### src/design/esfd_pkg.sv
// ----------------------------------------------------------------------------
// esfd_pkg: shared constants, types and tables for the seconds-to-FAT converter
// Division constants, reciprocal multipliers and the month base table.
// ----------------------------------------------------------------------------
package esfd_pkg;

  // calendar and clock constants
  localparam int unsigned MsPerSec    = 1000;
  localparam int unsigned SecsPerDay  = 86400;
  localparam int unsigned SecsPerHour = 3600;
  localparam int unsigned SecsPerMin  = 60;
  localparam int unsigned DaySkip     = 47541;  // day index of the dropped 2100 leap day
  localparam int unsigned DayBias     = 2255;
  localparam int unsigned CentBias    = 12210;
  localparam int unsigned CentScale   = 100;
  localparam int unsigned DaysPerCent = 36525;
  localparam int unsigned DaysPerYear = 365;
  localparam int unsigned MonthDiv    = 10000;
  localparam int unsigned MonthScale  = 306001;
  localparam int unsigned YearBase    = 1965;
  localparam int unsigned FatYearBase = 1980;
  localparam int unsigned OffsetReset = 7200;

  // Reciprocal multipliers: q = (x * ceil(2^k / d)) >> k is exact while x * err < 2^k.
  // ms / 1000 = (ms >> 3) / 125, x < 2^29
  localparam int unsigned MsShift  = 36;
  localparam logic [63:0] MsMag64  =
    ((64'd1 << MsShift) + 64'(MsPerSec / 8) - 64'd1) / 64'(MsPerSec / 8);
  localparam logic [29:0] MsMagic  = MsMag64[29:0];

  // t / 86400 = (t >> 7) / 675, x < 2^25
  localparam int unsigned DayShift = 35;
  localparam logic [63:0] DayMag64 =
    ((64'd1 << DayShift) + 64'(SecsPerDay / 128) - 64'd1) / 64'(SecsPerDay / 128);
  localparam logic [25:0] DayMagic = DayMag64[25:0];

  // sod / 3600 = (sod >> 4) / 225, x < 2^13
  localparam int unsigned HourShift = 21;
  localparam logic [63:0] HourMag64 =
    ((64'd1 << HourShift) + 64'(SecsPerHour / 16) - 64'd1) / 64'(SecsPerHour / 16);
  localparam logic [13:0] HourMagic = HourMag64[13:0];

  // rem / 60 = (rem >> 2) / 15, x < 2^10
  localparam int unsigned MinShift = 14;
  localparam logic [63:0] MinMag64 =
    ((64'd1 << MinShift) + 64'(SecsPerMin / 4) - 64'd1) / 64'(SecsPerMin / 4);
  localparam logic [10:0] MinMagic = MinMag64[10:0];

  // century term / 36525, x < 2^23
  localparam int unsigned CentShift = 39;
  localparam logic [63:0] CentMag64 =
    ((64'd1 << CentShift) + 64'(DaysPerCent) - 64'd1) / 64'(DaysPerCent);
  localparam logic [23:0] CentMagic = CentMag64[23:0];

  // month term / 306001, x < 2^23
  localparam int unsigned MonShift = 42;
  localparam logic [63:0] MonMag64 =
    ((64'd1 << MonShift) + 64'(MonthScale) - 64'd1) / 64'(MonthScale);
  localparam logic [23:0] MonMagic = MonMag64[23:0];

  // pipeline depths of the two result lanes
  localparam int unsigned DateStages = 9;
  localparam int unsigned TodStages  = 4;
  localparam int unsigned TodPad     = DateStages - TodStages;

  typedef struct packed {
    logic        vld;
    logic [15:0] days;
    logic [16:0] sod;
  } split_t;

  // floor(e * 30.6001): days before month e of the shifted year
  function automatic logic [8:0] month_base(input logic [3:0] e);
    logic [8:0] f;
    unique case (e)
      4'd0:  f = 9'd0;
      4'd1:  f = 9'd30;
      4'd2:  f = 9'd61;
      4'd3:  f = 9'd91;
      4'd4:  f = 9'd122;
      4'd5:  f = 9'd153;
      4'd6:  f = 9'd183;
      4'd7:  f = 9'd214;
      4'd8:  f = 9'd244;
      4'd9:  f = 9'd275;
      4'd10: f = 9'd306;
      4'd11: f = 9'd336;
      4'd12: f = 9'd367;
      4'd13: f = 9'd397;
      4'd14: f = 9'd428;
      4'd15: f = 9'd459;
    endcase
    return f;
  endfunction

endpackage

### src/design/esfd_split.sv
// ----------------------------------------------------------------------------
// esfd_split: local seconds and day split
// Forms synced + offset + ms/1000 and splits it into day count and second of day.
// ----------------------------------------------------------------------------
module esfd_split (
  input  logic                 clk,
  input  logic                 rst,
  input  logic                 en,
  input  logic                 in_vld,
  input  logic [31:0]          synced_seconds,
  input  logic [31:0]          elapsed_ms,
  input  logic signed [16:0]   offset,
  output esfd_pkg::split_t     split
);
  import esfd_pkg::*;

  logic        v1, v2, v3, v4;
  logic [31:0] synced1;
  logic [58:0] ms_prod;
  logic [31:0] t2, t3;
  logic [50:0] day_prod;
  logic [15:0] days4;
  logic [16:0] sod4;

  logic [22:0] ms_sec;
  logic [31:0] offset32;
  logic [31:0] t_sum;
  logic [15:0] days_w;
  logic [31:0] day_base;

  assign ms_sec   = ms_prod[58:MsShift];
  assign offset32 = {{15{offset[16]}}, offset};
  assign t_sum    = synced1 + offset32 + {9'd0, ms_sec};
  assign days_w   = day_prod[50:DayShift];
  assign day_base = 32'(days_w) * 32'(SecsPerDay);

  always_ff @(posedge clk) begin
    if (rst) begin
      v1 <= 1'b0;
      v2 <= 1'b0;
      v3 <= 1'b0;
      v4 <= 1'b0;
    end else if (en) begin
      v1 <= in_vld;
      v2 <= v1;
      v3 <= v2;
      v4 <= v3;
    end
    if (en) begin
      synced1  <= synced_seconds;
      ms_prod  <= elapsed_ms[31:3] * MsMagic;
      t2       <= t_sum;
      t3       <= t2;
      day_prod <= t2[31:7] * DayMagic;
      days4    <= days_w;
      sod4     <= 17'(t3 - day_base);
    end
  end

  assign split.vld  = v4;
  assign split.days = days4;
  assign split.sod  = sod4;

endmodule

### src/design/esfd_tod.sv
// ----------------------------------------------------------------------------
// esfd_tod: time of day
// Hour, minute and second from the second of day, delayed to meet the date lane.
// ----------------------------------------------------------------------------
module esfd_tod (
  input  logic        clk,
  input  logic        en,
  input  logic [16:0] sod,
  output logic [4:0]  hour,
  output logic [5:0]  minute,
  output logic [5:0]  second
);
  import esfd_pkg::*;

  logic [16:0] sod1;
  logic [26:0] hour_prod;
  logic [4:0]  hour2, hour3, hour4;
  logic [11:0] rem2, rem3;
  logic [20:0] min_prod;
  logic [5:0]  minute4, second4;
  logic [16:0] pad [TodPad];

  logic [4:0]  hour_w;
  logic [16:0] hour_base;
  logic [5:0]  minute_w;
  logic [11:0] min_base;

  assign hour_w    = hour_prod[HourShift+4:HourShift];
  assign hour_base = 17'(hour_w) * 17'(SecsPerHour);
  assign minute_w  = min_prod[MinShift+5:MinShift];
  assign min_base  = 12'(minute_w) * 12'(SecsPerMin);

  always_ff @(posedge clk) begin
    if (en) begin
      sod1      <= sod;
      hour_prod <= sod[16:4] * HourMagic;
      hour2     <= hour_w;
      rem2      <= 12'(sod1 - hour_base);
      hour3     <= hour2;
      rem3      <= rem2;
      min_prod  <= rem2[11:2] * MinMagic;
      hour4     <= hour3;
      minute4   <= minute_w;
      second4   <= 6'(rem3 - min_base);
      pad[0]    <= {hour4, minute4, second4};
      for (int i = 1; i < TodPad; i++) begin
        pad[i] <= pad[i-1];
      end
    end
  end

  assign {hour, minute, second} = pad[TodPad-1];

endmodule

### src/design/esfd_date.sv
// ----------------------------------------------------------------------------
// esfd_date: calendar date
// Year, month and day from the day count, skipping the 2100 leap day.
// ----------------------------------------------------------------------------
module esfd_date (
  input  logic        clk,
  input  logic        rst,
  input  logic        en,
  input  logic        in_vld,
  input  logic [15:0] days,
  output logic        vld,
  output logic [11:0] year,
  output logic [3:0]  month,
  output logic [4:0]  day
);
  import esfd_pkg::*;

  logic [DateStages-1:0] v;

  logic [15:0] b1, b2, b3, b4;
  logic [22:0] cnum2;
  logic [46:0] cent_prod;
  logic [7:0]  c4, c5, c6, c7, c8;
  logic [8:0]  r5, r6, r7, r8;
  logic [22:0] x6;
  logic [46:0] mon_prod;
  logic [3:0]  e8;
  logic [11:0] year9;
  logic [3:0]  month9;
  logic [4:0]  day9;

  logic [16:0] d_w;
  logic [8:0]  f_w;
  logic [3:0]  month_w;

  assign d_w     = 17'(c4) * 17'(DaysPerYear) + 17'(c4[7:2]);
  assign f_w     = month_base(e8);
  assign month_w = (e8 >= 4'd14) ? e8 - 4'd13 : e8 - 4'd1;

  always_ff @(posedge clk) begin
    if (rst) begin
      v <= '0;
    end else if (en) begin
      v <= {v[DateStages-2:0], in_vld};
    end
    if (en) begin
      b1        <= days + 16'(days >= 16'(DaySkip)) + 16'(DayBias);
      b2        <= b1;
      cnum2     <= 23'(b1) * 23'(CentScale) - 23'(CentBias);
      b3        <= b2;
      cent_prod <= cnum2 * CentMagic;
      b4        <= b3;
      c4        <= cent_prod[CentShift+7:CentShift];
      c5        <= c4;
      r5        <= 9'({1'b0, b4} - d_w);
      c6        <= c5;
      r6        <= r5;
      x6        <= 23'(r5) * 23'(MonthDiv);
      c7        <= c6;
      r7        <= r6;
      mon_prod  <= x6 * MonMagic;
      c8        <= c7;
      r8        <= r7;
      e8        <= mon_prod[MonShift+3:MonShift];
      day9      <= 5'(r8 - f_w);
      month9    <= month_w;
      // shifted year runs March to February
      year9     <= 12'(c8) + 12'(YearBase) - 12'(month_w > 4'd2);
    end
  end

  assign vld   = v[DateStages-1];
  assign year  = year9;
  assign month = month9;
  assign day   = day9;

endmodule

### src/design/epoch_seconds_to_fat_datetime.sv
// ----------------------------------------------------------------------------
// epoch_seconds_to_fat_datetime: Unix seconds to local calendar and FAT words
// Pipelined conversion of a synced seconds count plus elapsed milliseconds.
// ----------------------------------------------------------------------------
//  channel   direction  handshake              payload
//  cfg       in         cfg_valid / cfg_ready  time_offset_seconds
//  in        in         in_valid / in_stall    synced_seconds, elapsed_ms
//  out       out        out_valid / out_stall  packed_date, packed_time, year, month,
//                                              day_of_month, hour, minute, second
//
//  One transaction per cycle while out_stall does not freeze the pipe; stages: 4 split, 9 date, 1 output reg.
//  The depth is set by the date lane's two reciprocal divides and the multiplies
//  that feed them.
//  Reset clears all valid bits and loads the offset with 7200.
//  out_stall with a waiting result freezes the whole pipe and raises in_stall.
// ----------------------------------------------------------------------------
module epoch_seconds_to_fat_datetime (
  input  logic                clk,
  input  logic                rst,
  input  logic                cfg_valid,
  output logic                cfg_ready,
  input  logic signed [16:0]  time_offset_seconds,
  input  logic                in_valid,
  output logic                in_stall,
  input  logic [31:0]         synced_seconds,
  input  logic [31:0]         elapsed_ms,
  output logic                out_valid,
  input  logic                out_stall,
  output logic [15:0]         packed_date,
  output logic [15:0]         packed_time,
  output logic [11:0]         year,
  output logic [3:0]          month,
  output logic [4:0]          day_of_month,
  output logic [4:0]          hour,
  output logic [5:0]          minute,
  output logic [5:0]          second
);
  import esfd_pkg::*;

  logic signed [16:0] offset;
  logic               en;
  split_t             split;
  logic               date_vld;
  logic [11:0]        date_year;
  logic [3:0]         date_month;
  logic [4:0]         date_day;
  logic [4:0]         tod_hour;
  logic [5:0]         tod_minute;
  logic [5:0]         tod_second;
  logic [11:0]        fat_year;

  assign cfg_ready = 1'b1;
  assign en        = !(out_valid && out_stall);
  assign in_stall  = out_valid && out_stall;

  always_ff @(posedge clk) begin
    if (rst) begin
      offset <= 17'(OffsetReset);
    end else if (cfg_valid && cfg_ready) begin
      offset <= time_offset_seconds;
    end
  end

  esfd_split u_split (
    .clk            (clk),
    .rst            (rst),
    .en             (en),
    .in_vld         (in_valid),
    .synced_seconds (synced_seconds),
    .elapsed_ms     (elapsed_ms),
    .offset         (offset),
    .split          (split)
  );

  esfd_date u_date (
    .clk    (clk),
    .rst    (rst),
    .en     (en),
    .in_vld (split.vld),
    .days   (split.days),
    .vld    (date_vld),
    .year   (date_year),
    .month  (date_month),
    .day    (date_day)
  );

  esfd_tod u_tod (
    .clk    (clk),
    .en     (en),
    .sod    (split.sod),
    .hour   (tod_hour),
    .minute (tod_minute),
    .second (tod_second)
  );

  // FAT year field is (year - 1980) mod 128
  assign fat_year = date_year - 12'(FatYearBase);

  always_ff @(posedge clk) begin
    if (rst) begin
      out_valid <= 1'b0;
    end else if (en) begin
      out_valid <= date_vld;
    end
    if (en) begin
      packed_date  <= {fat_year[6:0], date_month, date_day};
      packed_time  <= {tod_hour, tod_minute, tod_second[5:1]};
      year         <= date_year;
      month        <= date_month;
      day_of_month <= date_day;
      hour         <= tod_hour;
      minute       <= tod_minute;
      second       <= tod_second;
    end
  end

`ifndef SYNTHESIS
  a_tod_range: assert property (@(posedge clk) disable iff (rst)
    out_valid |-> (hour <= 5'd23) && (minute <= 6'd59) && (second <= 6'd59))
    else $error("time of day out of range");

  a_date_range: assert property (@(posedge clk) disable iff (rst)
    out_valid |-> (month >= 4'd1) && (month <= 4'd12) && (day_of_month != 5'd0))
    else $error("month or day out of range");

  a_year_range: assert property (@(posedge clk) disable iff (rst)
    out_valid |-> (year >= 12'd1970) && (year <= 12'd2106))
    else $error("year out of range");

  a_stall_cause: assert property (@(posedge clk) disable iff (rst)
    in_stall |-> out_valid)
    else $error("input stalled with no result waiting");
`endif

endmodule
### config.mk
export PLATFORM = sky130hd
export DESIGN_NAME = epoch_seconds_to_fat_datetime
export DESIGN_NICKNAME = d
export VERILOG_FILES = /design/src/design/esfd_pkg.sv /design/src/design/esfd_split.sv /design/src/design/esfd_tod.sv /design/src/design/esfd_date.sv /design/src/design/epoch_seconds_to_fat_datetime.sv
export SDC_FILE = /design/constraint.sdc
export NUM_CORES = 2
export LEC_CHECK = 0
export BUFFER_PORTS_ARGS = -buffer_cell sky130_fd_sc_hd__buf_2
export CAP_MARGIN = 0
export CORE_MARGIN = 8
export CORE_UTILIZATION = 38
export DETAILED_ROUTE_END_ITERATION = 6
export GPL_TIMING_DRIVEN = 0
export SLEW_MARGIN = 5
export SYNTH_ARGS = -nofsm -noshare
export SYNTH_HDL_FRONTEND = slang
export SYNTH_SLANG_ARGS = --single-unit
### constraint.sdc
create_clock -name clk -period 37.1 [get_ports clk]
set_clock_uncertainty 0.05 [all_clocks]
set_input_delay 3.71 -clock clk [delete_from_list [all_inputs] [get_ports clk]]
set_output_delay 3.71 -clock clk [all_outputs]
set_load 0.01 [all_outputs]
==> run_results.csv <==
group,metric,value,unit
cells_and_area,drive_above_1_share,0.0513,
logic_synthesis,synth_area_leaders,"fa_1, ha_1, edfxtp_1, inv_1, xnor2_1",
clock_network,clock_sinks,565,
worst_setup_path,cpPeakStageDelay,840,ps
routing,dr.pass1.iters,5,
run,max_cap_violations,0,
logic_synthesis,ys_seq_elements,565,
placement,dp_slack,25410,ps
floorplan,die_x,440,µm
logic_synthesis,yosysSeqAreaShare,0.243,
worst_setup_path,critical_path_required,37480,ps
cells_and_area,multi_input_comb_area,45000,µm²
timing,rsz0062_at_grt,"false",
global_route,grt_pass1_vias,44700,
floorplan,start_util,0.380,
placement,gp_congestion,0.873,
routing,drt_iter0_drc,1721,
worst_setup_path,critPathTopFamily,"adder cells",
routing,met2WireLength,68400,µm
cells_and_area,syn2layout_area_growth,8.82,%
logic_synthesis,synth_async_sr_flop_share,0,
routing,wl_met3,5520,µm
cells_and_area,seqCellArea,16600,µm²
worst_hold_path,hold_path_class,"flop to flop",
worst_setup_path,arrival,11440,ps
logic_synthesis,yosysMostFrequentCell,"inv_1",
logic_synthesis,yosysWarningCount,0,
logic_synthesis,synth_area,68500,µm²
timing,post-route-period-util,0.298,
timing,relSlewSlack,0.190,
logic_synthesis,avgSynthCellArea,11.5,µm²
timing,fmax,90.4,MHz
logic_synthesis,yosys.area.top_type,"fa_1",
routing,highest_layer,"met4",
worst_setup_path,slowest_stage,"a211oi_1",
clock_network,insertion_delay,670,ps
timing,final_hold_viol_count,0,
global_route,grt.total_usage,0.152,
logic_synthesis,synth_top_area_share,0.284,
clock_network,ctsHoldBuffers,0,
worst_setup_path,crit_buf_inv,7,
routing,route.vias.total,40300,
run_status,outcome,"complete, no violations",
global_route,gr-total-overflow,0,
timing,period_needed,11060,ps
placement,portBuffers,154,
clock_network,cts-root-buf,"clkbuf_16",
logic_synthesis,synth_edf_count,529,
timing,tightest_slew,1200,ps
floorplan,ios,159,
global_route,grt_pass1_wl,235000,µm
global_route,antenna_found_initial,2,
routing,routed_wl,143000,µm
logic_synthesis,synth_common_cells,"inv_1, ha_1, fa_1",
placement,dp.final_hpwl,121000,µm
cells_and_area,nNetsFinal,8675,
routing,antenna_left,0,
worst_setup_path,cp_common_cell,"fa_1",
worst_setup_path,start_kind,"input port",
routing,m1WireLength,64800,µm
routing,drc,0,
floorplan,core.rowCount,156,
floorplan,core,180000,µm²
timing,setup_ws,26040,ps
logic_synthesis,syn_nets,8444,
logic_synthesis,ys.flop_type,"edfxtp_1",
worst_setup_path,path_class,"input port to flop",
worst_setup_path,worstPathMaxFanout,11,
clock_network,cts_tree,"yes",
clock_network,cts-buffers-inserted,66,
worst_setup_path,worst_setup_path_end_kind,"flop",
logic_synthesis,netlist-cell-type-count,83,
clock_network,cts_resized,0,
floorplan,die_area,194000,µm²
cells_and_area,fillers,17100,
timing,fin_setup_tns,0,ps
routing,wl_per_cell,16.6,µm
timing,finalSetupViolations,0,
global_route,grt_max_degree,67,
floorplan,die_h,440,µm
clock_network,post_cts_buffers,0,
routing,viasPerCell,4.67,
clock_network,htreeDepth,3,
logic_synthesis,netlist_instances,5974,
clock_network,clk_path_buf_depth,3,
clock_network,clk_pin_slew_worst_paths,60,ps
timing,finalMaxSlewViolations,0,
placed cells by master, fill, tap and decap left out, types with 66 or more instances in the layout:
master,Yosys,routed
fa_1,971,971
buf_2,0,154
nand2_1,117,117
nor2_1,106,106
inv_1,1767,1767
o21ai_0,78,78
edfxtp_1,529,529
ha_1,1413,1413
a21o_1,87,87
clkbuf_16,0,66
a21oi_1,183,183
xnor2_1,144,144
xor2_1,77,77
routing by layer:
metal | vias to the layer above | global-route usage
met5 | - | 0
met4 | 0 | 0.0434
met3 | 190 | 0.0216
met2 | 627 | 0.260
met1 | 19900 | 0.201
li1 | 19600 | -
cell families (layout without fill, tap and decap cells):
logic type | after synthesis | after routing | share of synthesized area
AO/OA/AOI/OAI | 553 | 553 | 0.0528
XOR/XNOR | 222 | 222 | 0.0286
adder cells (fa/ha/maj) | 2384 | 2384 | 0.542
buffers and inverters | 1805 | 2084 | 0.100
flip-flops | 565 | 565 | 0.243
multiplexers | 21 | 21 | 0.00325
other | 1 | 3 | 0.0000548
AND/OR/NAND/NOR | 423 | 423 | 0.0302
registers in the layout, indices dropped and copies added, names as in the netlist, 12 cells and up:
register,count
u_split.sod4,17
u_tod.rem2,12
u_split.t3,15
u_split.day_prod,18
u_date.x6,15
u_date.year,12
offset,17
packed_time,16
u_date.cnum2,21
u_split.days4,16
u_split.synced1,32
u_tod.pad,85
packed_date,16
u_split.t2,32
u_date.b1,16
u_split.ms_prod,23
layout make-up:
type                       instances  area share
multi-input combinational       3604       0.604
sequential                       565       0.223
inverter                        1767      0.0890
tap                             2370      0.0398
clock buffer                      84      0.0235
timing repair buffer             163      0.0136
clock inverter                    32     0.00408
buffer                            38     0.00337
antenna                            2   0.0000672
per-stage QoR:
step	cell area, µm²	utilization	std cells	hold WS (ps)
6_report	74500	0.414	8625	355
3_5_place_dp	72500	0.403	8507	355
4_1_cts	74500	0.414	8623	345
3_3_place_gp	72200	0.401	8498	350
2_1_floorplan	68500	-	5974	350
5_1_grt	74500	0.414	8623	357
path summary, 6_finish.rpt:
| kind | from | endpoint | slack [ps] | cells after the start |
|---|---|---|---|---|
| max reg2reg | u_date.cnum2[3] | u_date.cent_prod[46] | 29010 | 23 |
| max | elapsed_ms[11] | u_split.ms_prod[57] | 26040 | 25 |
| min | u_date.b2[7] | u_date.b3[7] | 360 | 0 |
| min reg2reg | u_date.b2[7] | u_date.b3[7] | 360 | 0 |
Power is not shown: default switching activity piles up to over one toggle a cycle in this logic, so the estimate is an artifact.
